<file path="src/rtl/nzp_ram.sv">
// ----------------------------------------------------------------------------
// nzp_ram
// Generic single-port synchronous RAM with a registered read port. A write
// takes priority; the read data holds its value until the next read.
// ----------------------------------------------------------------------------
module nzp_ram #(
  parameter int WIDTH = 8,
  parameter int DEPTH = 16,
  localparam int AW = (DEPTH > 1) ? $clog2(DEPTH) : 1
) (
  input  logic             clk,
  input  logic             we,
  input  logic             re,
  input  logic [AW-1:0]    addr,
  input  logic [WIDTH-1:0] wdata,
  output logic [WIDTH-1:0] rdata
);

  logic [WIDTH-1:0] mem [DEPTH];

  always_ff @(posedge clk) begin
    if (we) begin
      mem[addr] <= wdata;
    end else if (re) begin
      rdata <= mem[addr];
    end
  end

endmodule

</file>
<file path="config.mk">
export PLATFORM = sky130hd
export DESIGN_NAME = nzp_ram
export DESIGN_NICKNAME = d
export VERILOG_FILES = /design/src/rtl/nzp_ram.sv
export SDC_FILE = /design/constraint.sdc
export NUM_CORES = 1
export LEC_CHECK = 0
export ABC_AREA = 1
export BUFFER_PORTS_ARGS = -buffer_cell sky130_fd_sc_hd__buf_2
export CORE_ASPECT_RATIO = 0.7
export CORE_UTILIZATION = 45
export CTS_CLUSTER_SIZE = 30
export DETAILED_ROUTE_END_ITERATION = 6
export PLACE_DENSITY = 0.61
export SYNTH_ARGS = -nofsm -noshare
export SYNTH_HDL_FRONTEND = slang
export SYNTH_SLANG_ARGS = --single-unit
</file>
<file path="constraint.sdc">
create_clock -name clk -period 5.5 [get_ports clk]
set_clock_uncertainty 0.1 [all_clocks]
set_input_delay 1.375 -clock clk [delete_from_list [all_inputs] [get_ports clk]]
set_output_delay 1.375 -clock clk [all_outputs]
set_load 0.01 [all_outputs]
</file>
Word level (Yosys, flattened, before mapping) --
Memory sizes are Yosys's and may differ from the RTL's. A register that Yosys moved wholly into a read port is not among the register bits. Cells that the tools add are included.
Storage, ports and cells: register bits 0, bits in writable memories 128, input port bits 15, output and inout bits 8, logic and storage cells 5, memories 1
Memory list:
- mem | words 16, width 8, read ports 1, clocked after memory_dff 1, wr ports 1, RTL line 19 | logic [WIDTH-1:0] mem [DEPTH];
Cells by class: mux-type cells 2, bitwise logic cells 1, reduce and logical (&&, ||, !) cells 1
Operators with widths (number):
- $mux W1 | 2
- $reduce_and A2 Y1 | 1
- $not A1 Y1 | 1

Logic depth before layout (Yosys ltp) --
Gate-level depths: netlist of run 1.
depth after elaboration 2, depth in mapped cells 11, depth with buffers taken out 9

Least setup slack after synthesis of run 1 --
No wires, ideal clock.
path type input -> register, from input addr[1], to memory mem[3][0] (enable), data arrival time 2.382 ns, required time 5.030 ns, setup slack 2.648 ns, cell stages on the path 4, buffers on the path 2, cell sequence buf_2 clkbuf_1 nand3_1 nor2_1
RTL lines:
- start, declared | RTL line 14 | input logic [AW-1:0] addr,
- end, declared | RTL line 19
Straight into the memory's write port.

Final worst setup path of run 1 --
from input addr[1], to memory mem[5][5] (enable)
Straight into the memory's write port.

==> impl_metrics.yaml, run 1 <==
sta:
  finalSetupViolCount: 0
  rsz0062_at_grt: "false"
  fin_crit_ns: 3.47
  max_freq_mhz: 289
  hold_ws_ns: 0.680
  final.setup.tns_ns: 0
  fin_crit_sh: 0.630
  final_hold_viol_count: 0
  slew_headroom: 0.391
  worst_slew_pin_slew_ns: 0.907
  drv_slew: 0
layout:
  regArea_mm2: 0.00408
  multi_input_area_mm2: 0.00139
  nNetsFinal: 588
  antenna_cells: 0
  area_growth_pct: 14.9
  fill_cells: 1039
  layout-drive-gt1-share: 0.0922
global_route:
  grt_pass1_vias: 3448
  grtUsageTotal: 0.214
  grtUsageMet3: 0.0574
  grt_pass1_wl_um: 19100
  grt_use_met1: 0.308
  antenna_found_initial: 0
  grt.met2_usage: 0.310
  overflow: 0
  grt_max_degree: 67
  grt_busiest_layer: "met2"
power:
  irDropWorstVdd_mv: 0.240
  clock_power_share: 0.481
  power.density_mw_per_mm2: 386
  p_sw_w: 0.000519
  p_seq_frac: 0.465
  intPower_w: 0.00200
  comb_power_share: 0.053
  leakage_nw: 2.77
  p_sw_frac: 0.206
clock_network:
  clk-insertion-delay-late_ns: 0.41
  hold_buffers: 0
  cts_max_path_buffers: 2
  htreeDepth: 4
  tritoncts: "done"
  path_clk_slew_ns: 0.05
  cts_setup_buffers: 0
  clkSinkCount: 136
  cts_root_buffer: "clkbuf_16"
  cts_resized: 0
  cts-buffers-inserted: 17
critical_path:
  critPathCaptureType: "register"
  worstSetupPathType: "in -> reg"
  worst_ep_arrival_time_ns: 3.47
  required_ns: 5.51
  timing.critical_path.fanout_max: 35
  startpoint_type: "input port"
run_status:
  status: "completed"
logic_synthesis:
  yosysTopAreaCell: "edfxtp_1"
  avgSynthCellArea_um2: 10.3
  synth_flop_cell: "edfxtp_1"
  yosysWarnings: 0
  synth_async_sr_flop_share: 0
  syn_nets: 565
  ys_ff_latch: 136
  seq_area_frac_synth: 0.719
  synth_top_area_share: 0.719
  synthTopCellsByCount: "nand2_1 (346), edfxtp_1 (136), inv_1 (22)"
  synth_area_mm2: 0.00568
  synth-edff-count: 136
  yosysMostFrequentCell: "nand2_1"
  syn-instance-count: 550
  synth.distinct_cells: 10
  synth_area_leaders: "edfxtp_1 (72%), nand2_1 (23%), inv_1 (1.5%)"
route:
  drt-pass1-iter-count: 5
  vias: 3657
  drc: 0
  post_drt_wl_per_cell_um: 16.7
  wl_um: 12400
  ant_nets: 0
  vias_per_cell: 4.92
  drt_iter0_markers: 357
placed_design:
  portBuffers: 22
  place.gp.congestion: 0.892
  dp_hpwl_um: 7810
floorplan:
  core_mm2: 0.0120
  rows: 33
  die_h_um: 96
  start_util: 0.473
  ios: 23
  die-area_mm2: 0.0131
  die_w_um: 136
job:
  cap_viol_max_count: 0
min_path:
  hold_path_class: "reg -> reg"
sequential cells by signal (all words and copies together), names as in the netlist:
signal,cells
mem,128
rdata,8
kinds of logic after synthesis:
kind of cell | count (synthesis) | synth area share
buf+inv | 45 | 0.0363
flops | 136 | 0.719
simple gates | 369 | 0.245
cells in the final DEF (no fill, tap or decap), drive strengths merged:
cell type	instances
buf	25
bufinv	5
clkbuf	18
clkinv	7
clkinvlp	2
edfxtp	136
inv	24
nand2	346
nand3	4
nor2	19
worst max-delay path, stage by stage:
cell,delay [ns]
buf_2,0.08
buf_4,0.32
clkinv_1,0.82
nand3_1,0.59
nor2_1,0.28
per-stage QoR:
stage          cell area, um2  total power [W]  utilization  setup slack (ns)  std cells
2_1_floorplan            5680          0.00127            -              2.65        550
3_3_place_gp             5890          0.00133        0.490              1.74        711
3_5_place_dp             5890          0.00133        0.490              1.68        711
4_1_cts                  6530          0.00253        0.543              2.11        743
5_1_grt                  6530          0.00259        0.543              1.85        743
6_report                 6530          0.00252        0.543              2.03        743
path summary, 6_finish.rpt:
path | slack, ns | from | depth (start not counted) | endpoint
min | 0.68 | mem[10][0] | 8 | rdata[0]
max reg2reg | 4.21 | mem[4][4] | 8 | rdata[4]
min reg2reg | 0.68 | mem[10][0] | 8 | rdata[0]
max | 2.03 | addr[1] | 5 | mem[5][5]
cell type report:
type / instances / share of cell area
clock buffer: 18 / 0.0658
clock inverter: 14 / 0.0313
inverter: 24 / 0.0138
multi-input combinational: 369 / 0.213
sequential: 136 / 0.626
tap: 157 / 0.0301
timing repair buffer: 25 / 0.0203
layer usage:
layer  vias to the layer above  part of all wire
met1                      1706              0.48
met3                        22             0.070
met4                         0             0.013
met2                       122              0.44
li1                       1807                 -
met5                         -                 0
power by group through the flow:
stage                     combinational (W)  sequential (W)  clock, W
final                              0.000135         0.00117   0.00121
after global routing               0.000153         0.00117   0.00127
after floorplan                   0.0000810         0.00119         0
after detailed placement           0.000135         0.00119         0
after global placement             0.000133         0.00119         0
after CTS                          0.000135         0.00117   0.00122
(Power assumes the default switching activity.)
==> run 2, diff against run 1 <==
Settings changed: ABC_AREA 1 to 0, PLACE_DENSITY 0.61 to 0.64.
Clock period 5.5 ns to 2.9 ns, I/O delays scaled along.
==> impl_metrics.yaml, run 2 <==
run_status:
  status: "completed"
layout:
  layout-drive-gt1-share: 0.354
  regArea_mm2: 0.00408
  antenna_cells: 0
  multi_input_area_mm2: 0.00101
  layout_common_cells: "edfxtp_1 (136), mux4_2 (32), buf_2 (22)"
  largestRegisters: "mem (128), rdata (8)"
  final_util: 0.552
  fill_cells: 851
  final_area_mm2: 0.00612
  nNetsFinal: 296
  largest_reg_flops: 128
  final_common_cell: "edfxtp_1"
  top_register: "mem"
  area_growth_pct: 18.7
floorplan:
  die_h_um: 91.5
  ios: 23
  start_util: 0.465
  rows: 32
  core_mm2: 0.0111
  die-area_mm2: 0.0119
  die_w_um: 130
critical_path:
  critPathCaptureType: "register"
  timing.critical_path.fanout_max: 23
  r2r_end: "rdata[4]"
  worstSetupPathType: "in -> reg"
  worst_ep_arrival_time_ns: 2.22
  startpoint_type: "input port"
  rr_startpoint: "mem[1][4]"
  reg2reg_slack_ns: 1.28
  r2r_cells: 3
  required_ns: 2.96
sta:
  finalSetupViolCount: 0
  fin_crit_sh: 0.746
  rsz0062_at_grt: "false"
  fin_crit_ns: 2.16
  final.setup.tns_ns: 0
  final_hold_viol_count: 0
  hold_ws_ns: 0.601
  worst_slew_pin_slew_ns: 0.678
  max_freq_mhz: 462
  drv_slew: 0
  slew_headroom: 0.547
logic_synthesis:
  yosysTopAreaCell: "edfxtp_1"
  synth_flop_cell: "edfxtp_1"
  yosysMostFrequentCell: "edfxtp_1"
  synthTopCellsByCount: "edfxtp_1 (136), mux4_2 (32), a22oi_1 (16)"
  synth_area_mm2: 0.00515
  synth_area_leaders: "edfxtp_1 (79%), mux4_2 (14%), a22oi_1 (2.3%)"
  synth_top_area_share: 0.792
  synth_async_sr_flop_share: 0
  synth.distinct_cells: 17
  synth-edff-count: 136
  ys_ff_latch: 136
  seq_area_frac_synth: 0.792
  yosysWarnings: 0
  syn_nets: 246
  syn-instance-count: 231
  avgSynthCellArea_um2: 22.3
route:
  vias: 2386
  drc: 0
  drt_iter0_markers: 302
  wl_um: 9600
  drt-pass1-iter-count: 4
  vias_per_cell: 5.34
  post_drt_wl_per_cell_um: 21.5
  ant_nets: 0
placed_design:
  place_area_mm2: 0.00556
  place.gp.congestion: 0.759
  portBuffers: 22
  dp_hpwl_um: 6250
clock_network:
  cts_setup_buffers: 0
  clk-insertion-delay-late_ns: 0.42
  path_clk_slew_ns: 0.06
  clkSinkCount: 136
  cts_root_buffer: "clkbuf_16"
  cts_max_path_buffers: 2
  htreeDepth: 4
  tritoncts: "done"
  cts-buffers-inserted: 17
  cts_resized: 0
  hold_buffers: 0
min_path:
  min-delay-start: "wdata[6]"
  min_to: "mem[7][6]"
  hold_path_class: "in -> reg"
  min_path_cells: 1
global_route:
  grtUsageTotal: 0.187
  antenna_found_initial: 0
  grt_pass1_vias: 2442
  grt_max_degree: 40
  grt_pass1_wl_um: 14800
  overflow: 0
power:
  irDropWorstVdd_mv: 0.498
  total_power_w: 0.00444
  leakage_nw: 2.01
  power.density_mw_per_mm2: 725
job:
  cap_viol_max_count: 0
run 2: how the worst max path moves through the flow:
stage / slack (ns) / to / cells after the start / startpoint
global route: 0.67 / rdata[3] / 5 / addr[1]
CTS: 0.72 / rdata[3] / 5 / addr[1]
finish: 0.74 / rdata[3] / 5 / addr[1]
floorplan: 0.58 / mem[0][0] / 2 / addr[2]
detailed placement: 0.28 / rdata[3] / 5 / addr[1]
global placement: 0.30 / rdata[3] / 5 / addr[1]
run 2: cells by family after synthesis:
logic type,count (synthesis),synth area share
compound gates,16,0.0233
buf+inv,11,0.0117
flops,136,0.792
simple gates,36,0.0328
mux,32,0.140
run 2: layer usage:
layer  routed length, um  track usage
met3                 508       0.0566
met1                4820        0.285
met4                 121       0.0843
met5                   0            0
met2                4150        0.245
run 2: critical path, cell delays in order:
cell,delay [ns]
buf_2,0.43
buf_4,0.32
mux4_2,0.33
a22oi_1,0.31
nand2_1,0.09
run 2: area by class of cell:
| type | instances | share of cell area |
|---|---|---|
| well taps | 153 | 0.0313 |
| flip-flops and latches | 136 | 0.667 |
| multi-input cells | 84 | 0.165 |
| clock buffers | 17 | 0.0695 |
| clock inverters | 15 | 0.0223 |
| repair buffers | 42 | 0.0446 |
run 2: where the power goes:
group	switching, W	leakage, nW	total [W]	internal [W]
clock network	0.000771	0.271	0.00202	0.00125
logic	0.000118	0.510	0.000201	0.0000828
registers	0.0000100	1.23	0.00222	0.00221
run 2: metrics by stage:
stage,setup WS (ns),std cells
after floorplan,0.582,231
after global placement,0.295,415
after detailed placement,0.278,415
after CTS,0.721,447
after global routing,0.669,447
final,0.737,447
==> run 3, diff against run 2 <==
Settings changed: PLACE_DENSITY 0.64 to 0.61.
Clock period 2.9 ns to 2 ns, I/O delays scaled along.
==> impl_metrics.yaml, run 3 (synthesis results as in run 2) <==
critical_path:
  startpoint_type: "input port"
  timing.critical_path.fanout_max: 12
  worstSetupPathType: "in -> reg"
  critPathSlowestCell: "mux4_2"
  required_ns: 2.04
  cpPeakStageDelay_ns: 0.53
  path_cells: "buf_2, buf_4, mux4_2, a22oi_1, nand2_1"
  critPathCaptureType: "register"
  worst_ep_arrival_time_ns: 1.77
sta:
  final_hold_viol_count: 0
  slew_headroom: 0.524
  hold_ws_ns: 0.384
  max_freq_mhz: 578
  fin_crit_sh: 0.865
  drv_slew: 0
  fin_crit_ns: 1.73
  finalSetupViolCount: 0
  final.setup.tns_ns: 0
  rsz0062_at_grt: "false"
  worst_slew_pin_slew_ns: 0.712
placed_design:
  dp_hpwl_um: 6850
  portBuffers: 22
  place.gp.congestion: 0.727
layout:
  final_common_cell: "edfxtp_1"
  antenna_cells: 0
  largestRegisters: "mem (128), rdata (8)"
  nNetsFinal: 312
  top_register: "mem"
  area_growth_pct: 21.8
  layout-drive-gt1-share: 0.395
  largest_reg_flops: 128
  layout_common_cells: "edfxtp_1 (136), buf_4 (34), mux4_2 (32)"
power:
  total_power_w: 0.00657
  power.density_mw_per_mm2: 1050
  irDropWorstVdd_mv: 0.741
  leakage_nw: 2.11
floorplan:
  rows: 32
  start_util: 0.465
  die-area_mm2: 0.0119
  core_mm2: 0.0111
  ios: 23
  die_w_um: 130
  die_h_um: 91.5
global_route:
  grt_busiest_layer: "met1"
  overflow: 0
  grt.met2_usage: 0.266
  grt_pass1_wl_um: 15600
  grt_pass1_vias: 2558
  grtUsageMet3: 0.0583
  antenna_found_initial: 0
  grt_max_degree: 20
  grt_use_met1: 0.294
  grtUsageTotal: 0.194
clock_network:
  cts_setup_buffers: 0
  clkSinkCount: 136
  clk-insertion-delay-late_ns: 0.41
  cts_max_path_buffers: 2
  cts-buffers-inserted: 17
  path_clk_slew_ns: 0.05
  htreeDepth: 4
  cts_root_buffer: "clkbuf_16"
  tritoncts: "done"
  hold_buffers: 0
  cts_resized: 0
route:
  wl_um: 10200
  drt-pass1-iter-count: 4
  drc: 0
  post_drt_wl_per_cell_um: 22.0
  ant_nets: 0
  vias: 2482
  drt_iter0_markers: 185
  vias_per_cell: 5.37
run_status:
  status: "completed"
job:
  cap_viol_max_count: 0
min_path:
  hold_path_class: "in -> reg"
==> run 3: cell count changes in the layout (fill, tap and decap cells not counted), sizes merged <==
cell / previous run / this run
buf: 42 / 58
clkinv: 10 / 8
bufinv: 2 / 3
==> run 3: cell type report <==
cell class	count	area, um2
multi-input combinational	84	1010
timing repair buffer	58	405
fill	833	4810
tap	153	191
sequential	136	4080
clock buffer	17	425
clock inverter	14	159
==> run 3: routing by layer <==
layer  part of all wire  wire [um]
met4             0.0037         38
met1               0.48       4840
met2               0.45       4540
met5                  0          0
met3              0.074        749
==> run 3: worst max-delay path: cells and delay by family <==
family	cells	cell delay [ns]
AO/OA/AOI/OAI	1	0.22
AND/OR/NAND/NOR	1	0.11
buffers and inverters	2	0.41
multiplexers	1	0.53
==> run 3: stage by stage <==
| step | setup WS [ns] | cells | area, um2 | util |
|---|---|---|---|---|
| after floorplan | -0.0381 | 231 | 5160 | - |
| after global placement | -0.146 | 431 | 5700 | 0.514 |
| after detailed placement | -0.142 | 431 | 5700 | 0.514 |
| after CTS | 0.278 | 462 | 6280 | 0.566 |
| after global routing | 0.231 | 462 | 6280 | 0.566 |
| final | 0.271 | 462 | 6280 | 0.566 |
==> run 3: path summary, 6_finish.rpt <==
check,endpoint,cells past startpoint,start,slack [ns]
hold reg to reg,rdata[2],3,mem[7][2],0.66
setup reg to reg,rdata[3],4,mem[0][3],0.36
hold / removal,mem[4][1],1,wdata[1],0.38
setup / recovery,rdata[6],5,addr[0],0.27
==> run 3: power breakdown <==
group          internal, W  switching [W]
Sequential         0.00321      0.0000159
Combinational     0.000137       0.000173
Clock              0.00194        0.00110
Total              0.00528        0.00129
